===== src/hdl/hom_pkg.sv =====
// ----------------------------------------------------------------------------
// hom_pkg: shared types and constants of the heartbeat offline monitor
// Channel count, mode and LED codes, table entry and result layouts.
// ----------------------------------------------------------------------------
package hom_pkg;

	localparam int CHANNELS = 16;
	localparam int CH_W     = $clog2(CHANNELS);

	localparam logic [1:0] MODE_SCAN  = 2'd0;
	localparam logic [1:0] MODE_BEAT  = 2'd1;
	localparam logic [1:0] MODE_SETUP = 2'd2;
	localparam logic [1:0] MODE_QUERY = 2'd3;

	localparam logic [1:0] LED_GREEN  = 2'd0;
	localparam logic [1:0] LED_RED    = 2'd1;
	localparam logic [1:0] LED_YELLOW = 2'd2;
	localparam logic [1:0] LED_KEEP   = 2'd3;

	localparam logic [1:0] SEV_ERROR   = 2'd0;
	localparam logic [1:0] SEV_WARNING = 2'd1;

	// Per-channel settings; the entry's valid bit doubles as the enable.
	typedef struct packed {
		logic        offline;
		logic [3:0]  beeps;
		logic [15:0] timeout;
		logic [1:0]  severity;
	} hom_entry_t;

	typedef struct packed {
		logic [CH_W-1:0] raddr;
		logic            cfg_we;
		logic [CH_W-1:0] cfg_waddr;
		hom_entry_t      cfg_wdata;
		logic            ls_we;
		logic [CH_W-1:0] ls_waddr;
		logic [31:0]     ls_wdata;
	} hom_mem_req_t;

	// Result fields, first field in the highest bits.
	typedef struct packed {
		logic [3:0]  beep_out;
		logic [1:0]  led_color;
		logic [3:0]  alarm_channel;
		logic [31:0] last_seen_ms;
		logic        is_offline;
	} hom_result_t;

endpackage


===== src/hdl/heartbeat_offline_monitor_top.sv =====
// ----------------------------------------------------------------------------
// heartbeat_offline_monitor_top: per-channel heartbeat watchdog table
// A heartbeat or setup item goes straight to its result, a query first waits in
// QWAIT for its table read, and a scan for the walk over the table's single
// read port, one channel a cycle. One item is in work at a time: a new beat is
// taken once the last result has moved to the output register, and that register
// lets it be taken while a result waits. Reset clears every entry's valid bit,
// so all channels come up disabled, online and with a zero last-seen stamp.
// ----------------------------------------------------------------------------
module heartbeat_offline_monitor_top (
	input  logic        clk,
	input  logic        arst_n,
	input  logic        s_tvalid,
	output logic        s_tready,
	input  logic [63:0] s_tdata,  // channel, time_ms, severity, timeout_ms, beep_count
	input  logic [1:0]  s_tuser,  // mode
	output logic        m_tvalid,
	input  logic        m_tready,
	output logic [47:0] m_tdata,  // is_offline, last_seen_ms, alarm_channel, led_color, beep_out
	output logic        m_tuser   // scan_valid
);
	import hom_pkg::*;

	hom_mem_req_t req;
	logic         cfg_valid;
	hom_entry_t   rd_cfg;
	logic [31:0]  rd_last_seen;
	logic         res_valid;
	logic         res_ready;
	hom_result_t  res;
	logic         res_scan;

	logic         out_valid_q;
	hom_result_t  out_res_q;
	logic         out_scan_q;

	hom_mem u_mem (
		.clk          (clk),
		.arst_n       (arst_n),
		.req          (req),
		.cfg_valid    (cfg_valid),
		.rd_cfg       (rd_cfg),
		.rd_last_seen (rd_last_seen)
	);

	hom_ctrl u_ctrl (
		.clk          (clk),
		.arst_n       (arst_n),
		.in_valid     (s_tvalid),
		.in_ready     (s_tready),
		.mode         (s_tuser),
		.channel      (s_tdata[3:0]),
		.time_ms      (s_tdata[35:4]),
		.severity     (s_tdata[37:36]),
		.timeout_ms   (s_tdata[53:38]),
		.beep_count   (s_tdata[57:54]),
		.req          (req),
		.cfg_valid    (cfg_valid),
		.rd_cfg       (rd_cfg),
		.rd_last_seen (rd_last_seen),
		.res_valid    (res_valid),
		.res_ready    (res_ready),
		.res          (res),
		.res_scan     (res_scan)
	);

	assign res_ready = !out_valid_q || m_tready;

	always_ff @(posedge clk or negedge arst_n) begin
		if (!arst_n) begin
			out_valid_q <= 1'b0;
		end else if (res_ready) begin
			out_valid_q <= res_valid;
		end
	end

	always_ff @(posedge clk) begin
		if (res_ready && res_valid) begin
			out_res_q  <= res;
			out_scan_q <= res_scan;
		end
	end

	assign m_tvalid = out_valid_q;
	assign m_tdata  = {5'd0, out_res_q};
	assign m_tuser  = out_scan_q;

endmodule


===== src/hdl/hom_mem.sv =====
// ----------------------------------------------------------------------------
// hom_mem: channel table
// Settings memory and last-seen memory, each with its own write, one shared
// read address, read data in the next cycle. Entries never written read as zero.
// ----------------------------------------------------------------------------
module hom_mem (
	input  logic                clk,
	input  logic                arst_n,
	input  hom_pkg::hom_mem_req_t req,
	output logic                cfg_valid,
	output hom_pkg::hom_entry_t rd_cfg,
	output logic [31:0]         rd_last_seen
);
	import hom_pkg::*;

	hom_entry_t      cfg_mem [CHANNELS];
	logic [31:0]     ls_mem  [CHANNELS];
	logic [CHANNELS-1:0] cfg_vld_q;
	logic [CHANNELS-1:0] ls_vld_q;
	hom_entry_t      cfg_rd_q;
	logic [31:0]     ls_rd_q;
	logic            cfg_rd_vld_q;
	logic            ls_rd_vld_q;

	always_ff @(posedge clk) begin
		if (req.cfg_we) begin
			cfg_mem[req.cfg_waddr] <= req.cfg_wdata;
		end
		if (req.ls_we) begin
			ls_mem[req.ls_waddr] <= req.ls_wdata;
		end
		cfg_rd_q <= cfg_mem[req.raddr];
		ls_rd_q  <= ls_mem[req.raddr];
	end

	always_ff @(posedge clk or negedge arst_n) begin
		if (!arst_n) begin
			cfg_vld_q    <= '0;
			ls_vld_q     <= '0;
			cfg_rd_vld_q <= 1'b0;
			ls_rd_vld_q  <= 1'b0;
		end else begin
			if (req.cfg_we) begin
				cfg_vld_q[req.cfg_waddr] <= 1'b1;
			end
			if (req.ls_we) begin
				ls_vld_q[req.ls_waddr] <= 1'b1;
			end
			cfg_rd_vld_q <= cfg_vld_q[req.raddr];
			ls_rd_vld_q  <= ls_vld_q[req.raddr];
		end
	end

	assign cfg_valid    = cfg_rd_vld_q;
	assign rd_cfg       = cfg_rd_vld_q ? cfg_rd_q : '0;
	assign rd_last_seen = ls_rd_vld_q ? ls_rd_q : '0;

endmodule


===== src/hdl/hom_ctrl.sv =====
// ----------------------------------------------------------------------------
// hom_ctrl: item sequencer
// Takes one item at a time, updates the channel table and walks it on a scan,
// reading, checking and writing back the offline mark of one channel a cycle.
// ----------------------------------------------------------------------------
module hom_ctrl (
	input  logic                 clk,
	input  logic                 arst_n,
	input  logic                 in_valid,
	output logic                 in_ready,
	input  logic [1:0]           mode,
	input  logic [3:0]           channel,
	input  logic [31:0]          time_ms,
	input  logic [1:0]           severity,
	input  logic [15:0]          timeout_ms,
	input  logic [3:0]           beep_count,
	output hom_pkg::hom_mem_req_t req,
	input  logic                 cfg_valid,
	input  hom_pkg::hom_entry_t  rd_cfg,
	input  logic [31:0]          rd_last_seen,
	output logic                 res_valid,
	input  logic                 res_ready,
	output hom_pkg::hom_result_t res,
	output logic                 res_scan
);
	import hom_pkg::*;

	localparam logic [1:0] ST_IDLE  = 2'd0;
	localparam logic [1:0] ST_SCAN  = 2'd1;
	localparam logic [1:0] ST_QWAIT = 2'd2;
	localparam logic [1:0] ST_DONE  = 2'd3;

	logic [1:0]      state_q;
	logic [31:0]     time_q;
	logic            in_range_q;
	logic [CH_W:0]   idx_q;
	logic            vld_s1;
	logic [CH_W-1:0] addr_s1;
	logic            found_q;
	logic [1:0]      best_sev_q;
	logic [CH_W-1:0] shown_q;
	logic [3:0]      beeps_q;
	hom_result_t     res_q;
	logic            scan_q;

	logic            accept;
	logic            in_range;
	logic [CH_W-1:0] ch_idx;
	logic [31:0]     silence;
	logic            off;
	logic            idx_live;

	assign in_ready = (state_q == ST_IDLE);
	assign accept   = in_valid && in_ready;
	assign in_range = ({28'd0, channel} < 32'(CHANNELS));
	assign ch_idx   = channel[CH_W-1:0];
	assign idx_live = (idx_q < (CH_W+1)'(CHANNELS));

	// Wrapped silence against the stored limit.
	assign silence = time_q - rd_last_seen;
	assign off     = cfg_valid && (silence > {16'd0, rd_cfg.timeout});

	always_comb begin
		req = '0;
		case (state_q)
			ST_IDLE: begin
				req.raddr     = ch_idx;
				req.ls_waddr  = ch_idx;
				req.ls_wdata  = time_ms;
				req.cfg_waddr = ch_idx;
				req.cfg_wdata = '{offline: 1'b1, beeps: beep_count,
					timeout: timeout_ms, severity: severity};
				if (accept && in_range) begin
					req.ls_we  = (mode == MODE_BEAT);
					req.cfg_we = (mode == MODE_SETUP);
				end
			end
			ST_SCAN: begin
				req.raddr     = idx_q[CH_W-1:0];
				req.cfg_waddr = addr_s1;
				req.cfg_wdata = rd_cfg;
				req.cfg_wdata.offline = off;
				// Disabled channels stay online and are left untouched.
				req.cfg_we    = vld_s1 && cfg_valid;
			end
			default: begin
				req = '0;
			end
		endcase
	end

	always_ff @(posedge clk or negedge arst_n) begin
		if (!arst_n) begin
			state_q <= ST_IDLE;
			vld_s1  <= 1'b0;
			found_q <= 1'b0;
		end else begin
			case (state_q)
				ST_IDLE: begin
					vld_s1 <= 1'b0;
					if (accept) begin
						found_q <= 1'b0;
						case (mode)
							MODE_SCAN:  state_q <= ST_SCAN;
							MODE_QUERY: state_q <= ST_QWAIT;
							default:    state_q <= ST_DONE;
						endcase
					end
				end
				ST_SCAN: begin
					vld_s1 <= idx_live;
					if (vld_s1 && off && (!found_q || rd_cfg.severity < best_sev_q)) begin
						found_q <= 1'b1;
					end
					if (!vld_s1 && !idx_live) begin
						state_q <= ST_DONE;
					end
				end
				ST_QWAIT: begin
					state_q <= ST_DONE;
				end
				ST_DONE: begin
					if (res_ready) begin
						state_q <= ST_IDLE;
					end
				end
				default: begin
					state_q <= ST_IDLE;
				end
			endcase
		end
	end

	always_ff @(posedge clk) begin
		case (state_q)
			ST_IDLE: begin
				time_q     <= time_ms;
				in_range_q <= in_range;
				idx_q      <= (CH_W+1)'(1);
				res_q      <= '0;
				scan_q     <= 1'b0;
			end
			ST_SCAN: begin
				addr_s1 <= idx_q[CH_W-1:0];
				if (idx_live) begin
					idx_q <= idx_q + (CH_W+1)'(1);
				end
				if (vld_s1 && off && (!found_q || rd_cfg.severity < best_sev_q)) begin
					best_sev_q <= rd_cfg.severity;
					shown_q    <= addr_s1;
					beeps_q    <= rd_cfg.beeps;
				end
				if (!vld_s1 && !idx_live) begin
					scan_q <= 1'b1;
					if (found_q) begin
						res_q.alarm_channel <= 4'(shown_q);
						res_q.beep_out      <= beeps_q;
						case (best_sev_q)
							SEV_ERROR:   res_q.led_color <= LED_RED;
							SEV_WARNING: res_q.led_color <= LED_YELLOW;
							default:     res_q.led_color <= LED_KEEP;
						endcase
					end else begin
						res_q.alarm_channel <= 4'd0;
						res_q.beep_out      <= 4'd0;
						res_q.led_color     <= LED_GREEN;
					end
				end
			end
			ST_QWAIT: begin
				res_q.is_offline   <= in_range_q && rd_cfg.offline;
				res_q.last_seen_ms <= in_range_q ? rd_last_seen : 32'd0;
			end
			default: begin
				res_q <= res_q;
			end
		endcase
	end

	assign res_valid = (state_q == ST_DONE);
	assign res       = res_q;
	assign res_scan  = scan_q;

endmodule


===== config.mk =====
export PLATFORM = sky130hd
export DESIGN_NAME = heartbeat_offline_monitor_top
export DESIGN_NICKNAME = d
export VERILOG_FILES = /design/src/hdl/hom_pkg.sv /design/src/hdl/heartbeat_offline_monitor_top.sv /design/src/hdl/hom_mem.sv /design/src/hdl/hom_ctrl.sv
export SDC_FILE = /design/constraint.sdc
export NUM_CORES = 1
export LEC_CHECK = 0
export BUFFER_PORTS_ARGS = -buffer_cell sky130_fd_sc_hd__buf_2
export CAP_MARGIN = 20
export CORE_ASPECT_RATIO = 0.9
export CORE_MARGIN = 2
export CORE_UTILIZATION = 38
export DETAILED_ROUTE_END_ITERATION = 16
export PLACE_DENSITY = 0.61
export SYNTH_ARGS = -nofsm -noshare
export SYNTH_HDL_FRONTEND = slang
export SYNTH_SLANG_ARGS = --single-unit

===== constraint.sdc =====
create_clock -name clk -period 4.6 [get_ports clk]
set_input_delay 0.23 -clock clk [delete_from_list [all_inputs] [get_ports clk]]
set_output_delay 0.23 -clock clk [all_outputs]
set_load 0.05 [all_outputs]

## Yosys cells after proc, flatten, opt, wreduce, memory -nomap -nowiden

Memories as Yosys holds them, arrays and structs flattened. A register that Yosys moved wholly into a read port is not among the register bits.
Cells that the tools add are included.

- Flip-flop bits (word level): 178
- Bits in latches: 0
- Memory bits (writable): 880
- Bits in read-only memories: 0
- Input bits: 70
- Output and inout bits: 51
- Word-level logic and storage cells: 113
- Memories kept: 2

- Add/sub/neg operators: 2
- Multipliers: 0
- Divide/modulo/power cells: 0
- Magnitude comparators: 8
- Equal/unequal tests: 12
- Shift-type cells: 0
- Muxes and demuxes: 36
- Bitwise gates (word level): 2
- Reduce and logical (&&, ||, !) cells: 25

Memory list:

| name | depth | bits a word | read ports | clocked after Yosys merged registers in | wr ports | RTL line | RTL |
|---|---|---|---|---|---|---|---|
| u_mem.ls_mem | 16 | 32 | 1 | 1 | 1 | hom_mem.sv:17 | `logic [31:0] ls_mem [CHANNELS];` |
| u_mem.cfg_mem | 16 | 23 | 1 | 1 | 1 | hom_mem.sv:16 | `hom_entry_t cfg_mem [CHANNELS];` |

Operators with widths:

| cell | number |
|---|---|
| $pmux 33 s2 | 1 |
| $pmux 32 s2 | 1 |
| $mux 37 | 1 |
| $gt 32x16->1 | 1 |
| $mux 32 | 1 |
| $or 16x16->16 | 2 |
| $sub 32x32->32 | 1 |
| $mux 23 | 1 |
| $mux 10 | 2 |
| $pmux 10 s2 | 1 |
| $lt 4x5->1 const B | 3 |
| $mux 1 | 13 |
| $pmux 5 s2 | 1 |
| $logic_and 1x1->1 | 9 |
| $bmux 1 s4 | 2 |
| $demux 1 s4 | 2 |
| $eq 2x2->1 const B | 4 |
| $ge 4x1->1 const B | 2 |
| $ne 2x1->1 const B | 4 |
| $pmux 2 s2 | 2 |
| $pmux 2 s4 | 1 |
| $eq 2x1->1 const B | 3 |
| $logic_not 2->1 | 3 |
| $mux 2 | 3 |
| other kinds (11) | 21 |

## Longest topological paths before layout

- Word-level depth: 10
- Gate-level depth with buffers: 23
- Mapped depth without buffers: 21

## Hierarchy

From an unflattened synthesis, not the netlist that was laid out.

- Cells, all modules: 2316
- Area total of the unflattened synthesis: 43783.2 µm²

Modules (own cells, without submodules):

| module | instances | cells an instance | area an instance (µm²) |
|---|---|---|---|
| hom_mem | 1 | 1585 | 35776.8 |
| hom_ctrl | 1 | 677 | 6590.1 |
| heartbeat_offline_monitor_top | 1 | 54 | 1416.4 |

## Worst setup path after synthesis

OpenSTA, ideal clock, no wires.

- Path type: reg-to-reg
- From: register u_mem.ls_rd_vld_q
- To: memory u_mem.cfg_mem[0][22] (netlist name), data pin
- Arrival: 4677 ps
- Data required time: 4212 ps
- Slack: -465 ps
- Cell stages (with the launch flop): 21
- Period minus slack after synthesis: 5065 ps
- Path through: dfrtp_1 > clkbuf_1 > clkbuf_1 > nand2_1 > ha_1 > nor2b_1 > o2111ai_1 > a211oi_2 > nor3_2 > o21ai_0 > a21o_1 > a21oi_1 > xnor2_1 > ha_1 > nand4_1 > or4_1 > a211o_1 > nor4_1 > nand4_1 > nor4_4 > a41oi_1

RTL lines:

| element | RTL line | RTL |
|---|---|---|
| start, declared | hom_mem.sv:23 | `logic ls_rd_vld_q;` |
| start signal, assigned | hom_mem.sv:50 | `ls_rd_vld_q <= ls_vld_q[req.raddr];` |
| end, declared | hom_mem.sv:16 |  |

==> impl_metrics.tcl <==
set metrics [dict create \
    drive_above_1_share 0.283 \
    dr.pass1.iters 6 \
    worstPathArrival_ns 4.91 \
    ff2ff_setup_slack_ns 0.06 \
    fin_util 0.451 \
    yosysWarnings 0 \
    worstHoldStart "s_tdata[36]" \
    ys_ff_latch 1113 \
    overflow 0 \
    grt_usage 0.187 \
    r2r-start "u_mem.ls_rd_vld_q" \
    vias 23204 \
    cts.path.max_buffers 3 \
    via_per_inst 5.46 \
    hpwl_um 63000 \
    post-route-min-period_ns 4.54 \
    synth_edf_count 1019 \
    syn_to_final_growth_pct 18.0 \
    numCtsBuffers 111 \
    leakagePower_nw 18.0 \
    clk_pin_slew_ns 0.06 \
    ys_top_cells_by_count "1019 x edfxtp_1, 228 x mux4_2, 222 x nand2_1" \
    grt_start_max_net_pins 112 \
    h-tree-depth 3 \
    peakVddDrop_mv 0.627 \
    final_hold_viol_count 0 \
    switching_share 0.334 \
    pwr-share-seq 0.395 \
    clkPwrFrac 0.264 \
    critical-path-top-delay-family "compound AO/OA/AOI/OAI gates" \
    rows 118 \
    powerDensity_nw_per_um2 661 \
    yosys.cell_count.top_type "edfxtp_1" \
    wl_per_cell_um 26.2 \
    grt_pass1_vias 23602 \
    p_comb_frac 0.341 \
    skew_ns 0.0296 \
    relSlewSlack 0.301 \
    critPathMaxFanout 8 \
    synth_top_area_share 0.699 \
    worst_pin_slew_ns 1.05 \
    status "complete, no violations" \
    netlist-cell-type-count 67 \
    synth_area_per_cell_um2 18.5 \
    antenna_found_initial 7 \
    layout.nets 2773 \
    setup_viol 0 \
    cp_num_cells 24 \
    reg2reg_depth 24 \
    total_power_w 0.0341 \
    drt_iter0_markers 2613 \
    synth_top_area_cell "edfxtp_1" \
    finalMaxSlewViolations 0 \
    required_ns 4.97 \
    ioPinCount 121 \
    holdPathEnd "u_mem.cfg_mem[13][0]" \
    start_util 0.382 \
    die_area_um2 118000 \
    rsz0062_at_grt "yes" \
    maxCapViolations 0 \
    endpoint_kind "register" \
    clock-sinks 1113 \
    die_w_um 362 \
    critPathLaunch "u_mem.ls_rd_vld_q" \
    path_cells "buf_6 -> nand2_4 -> ha_4 -> a21o_1 -> a21oi_2 -> nand2_2 -> and2_4 -> o21ai_2 -> nand2b_1 -> a21o_1 -> a21oi_2 -> xnor2_1 -> ha_1 -> nand4_1 -> buf_4 -> inv_2 -> a221oi_2 -> o211ai_1 -> a211o_1 -> nor4_2 -> nand4_1 -> nor4_4 -> buf_6 -> a41oi_4" \
    gp_congestion 0.841 \
    pre_cts_ws_ns -0.334 \
    drcViolationCount 0 \
    synth_ff_type "edfxtp_1" \
    p_int_w 0.0227 \
    crit_type "reg2reg" \
    crit_path_top_delay_cell "dfrtp_2" \
    max_stage_delay_ns 0.48 \
    start_kind "register" \
    yosysSeqAreaShare 0.747 \
    routed_wl_um 111000 \
    grt_pass1_wl_um 162000 \
    tritoncts "built" \
    switchingPower_w 0.0114 \
    ys_async_sr_fraction 0.0350 \
    fmax_mhz 220 \
    root_buffer "clkbuf_16" \
    clock_latency_ns 0.70 \
    holdPathStages 4 \
    period_share 0.988 \
    fin_ws_ns 0.0564 \
    die-height_um 326 \
    yosys-top-cells-area "edfxtp_1 70%, mux4_2 12%, dfxtp_1 2.5%" \
    port-buffer-count 109 \
    core_um2 115000 \
    ant_nets 0 \
    holdCritPathClass "in2reg" \
    synth.cell_area_um2 43700 \
    syn_inst 2365 \
    r2r_end "u_mem.cfg_mem[15][22]" \
    path_buf_inv 4 \
]
[cell families after synthesis]
kind of cell	share of synthesized area
compound gates	0.0414
simple gates	0.0590
fa+ha+maj	0.0156
other cells	0.0000857
xor+xnor	0.00561
mux	0.118
buf+inv	0.0135
flops	0.747
[through the flow]
stage	instance area [µm²]	setup TNS [ns]	hold WS, ns	instances
2_1_floorplan	43800	0	-0.0656	2369
3_3_place_gp	47100	-4.25	0.401	3972
3_5_place_dp	47100	-7.92	0.405	3974
4_1_cts	51500	-2.24	0.0406	4244
5_1_grt	51600	-5.30	0.0938	4248
6_report	51600	0	0.0677	4250
[what timing repair did]
| item | CTS | global route |
|---|---|---|
| endpoints found under the hold margin | 78 | 12 |
| gates cloned | 3 | 0 |
| setup endpoints to repair | 27 | 27 |
| pin swaps | 33 | 22 |
| gates resized for setup | 42 | 12 |
| hold buffers | 39 | 1 |
| setup buffers | 16 | 1 |
[per-layer routing]
metal	global-route usage	vias up	wire length, µm	part of all wire
li1	-	10045	-	-
met1	0.262	12177	47400	0.43
met2	0.302	831	53500	0.48
met3	0.0349	149	7820	0.070
met4	0.0498	2	2580	0.023
met5	0	-	13	0.00012
[power by group through the flow]
stage                     combinational, W  clock (W)  sequential (W)
after CTS                           0.0116    0.00914          0.0135
after floorplan                    0.00722          0          0.0140
after global placement              0.0109          0          0.0136
final                               0.0116    0.00900          0.0135
after detailed placement            0.0111          0          0.0137
after global routing                0.0126    0.00951          0.0136
[state kept, by name (all words and copies together), names as in the netlist]
| signal | flops |
|---|---|
| u_ctrl.idx_q | 5 |
| u_ctrl.beeps_q | 4 |
| m_tuser | 1 |
| u_ctrl.res_scan | 1 |
| u_ctrl.found_q | 1 |
| u_mem.cfg_mem | 368 |
| u_mem.ls_rd_vld_q | 1 |
| u_ctrl.shown_q | 4 |
| m_tvalid | 1 |
| u_mem.ls_rd_q | 32 |
| u_mem.cfg_rd_q | 23 |
| u_ctrl.addr_s1 | 4 |
| u_mem.cfg_valid | 1 |
| u_mem.ls_mem | 512 |
| u_ctrl.best_sev_q | 2 |
| m_tdata | 43 |
| u_mem.ls_vld_q | 16 |
| u_ctrl.state_q | 2 |
| u_ctrl.vld_s1 | 1 |
| u_ctrl.time_q | 32 |
| u_ctrl.res | 43 |
| u_mem.cfg_vld_q | 16 |
[worst reg2reg max path: cells and delay by family (launching register included)]
family                     cells  cell delay, ns
buffers and inverters          4            0.51
xor gates and xnor gates       1            0.14
adders and majority gates      2            0.42
DFF                            1            0.48
AOI/OAI and AO/OA              9            1.72
and+or+nand+nor                8            0.96
[worst max path at each step]
stage	to	slack, ns
floorplan	u_mem.cfg_mem[0][22]	0.006
global placement	u_mem.cfg_mem[9][22]	-0.19
detailed placement	u_mem.cfg_mem[8][22]	-0.33
CTS	u_mem.cfg_mem[15][22]	-0.1
global route	u_mem.cfg_mem[14][22]	-0.22
finish	u_mem.cfg_mem[15][22]	0.06
[area by class of cell]
cell class / count / area [µm²]
fillers: 9676 / 62900
flip-flops and latches: 1113 / 32700
multi-input cells: 1118 / 11000
clock buffers: 135 / 2930
repair buffers: 291 / 2370
well taps: 1500 / 1880
clock inverters: 77 / 713
inverters: 14 / 52.6
diodes: 2 / 5.00
[cells in the final DEF (no fill, tap or decap), types with 16 or more instances in the layout]
cell type and count:
edfxtp_1 1019, mux4_2 228, nand2_1 217, clkbuf_16 113, buf_2 110, buf_4 110, and2_1 96, a31oi_1 63
a211oi_1 59, dfxtp_1 55, ha_1 44, a21oi_1 43, and3_1 43, dlygate4sd3_1 40, clkinv_2 38, dfrtp_1 38
o21ai_0 36, nor2_1 35, or2_2 34, buf_12 25, clkbuf_1 20, nor2_4 16, nor2_2 16
No activity file was read; power rests on OpenSTA's default activity.
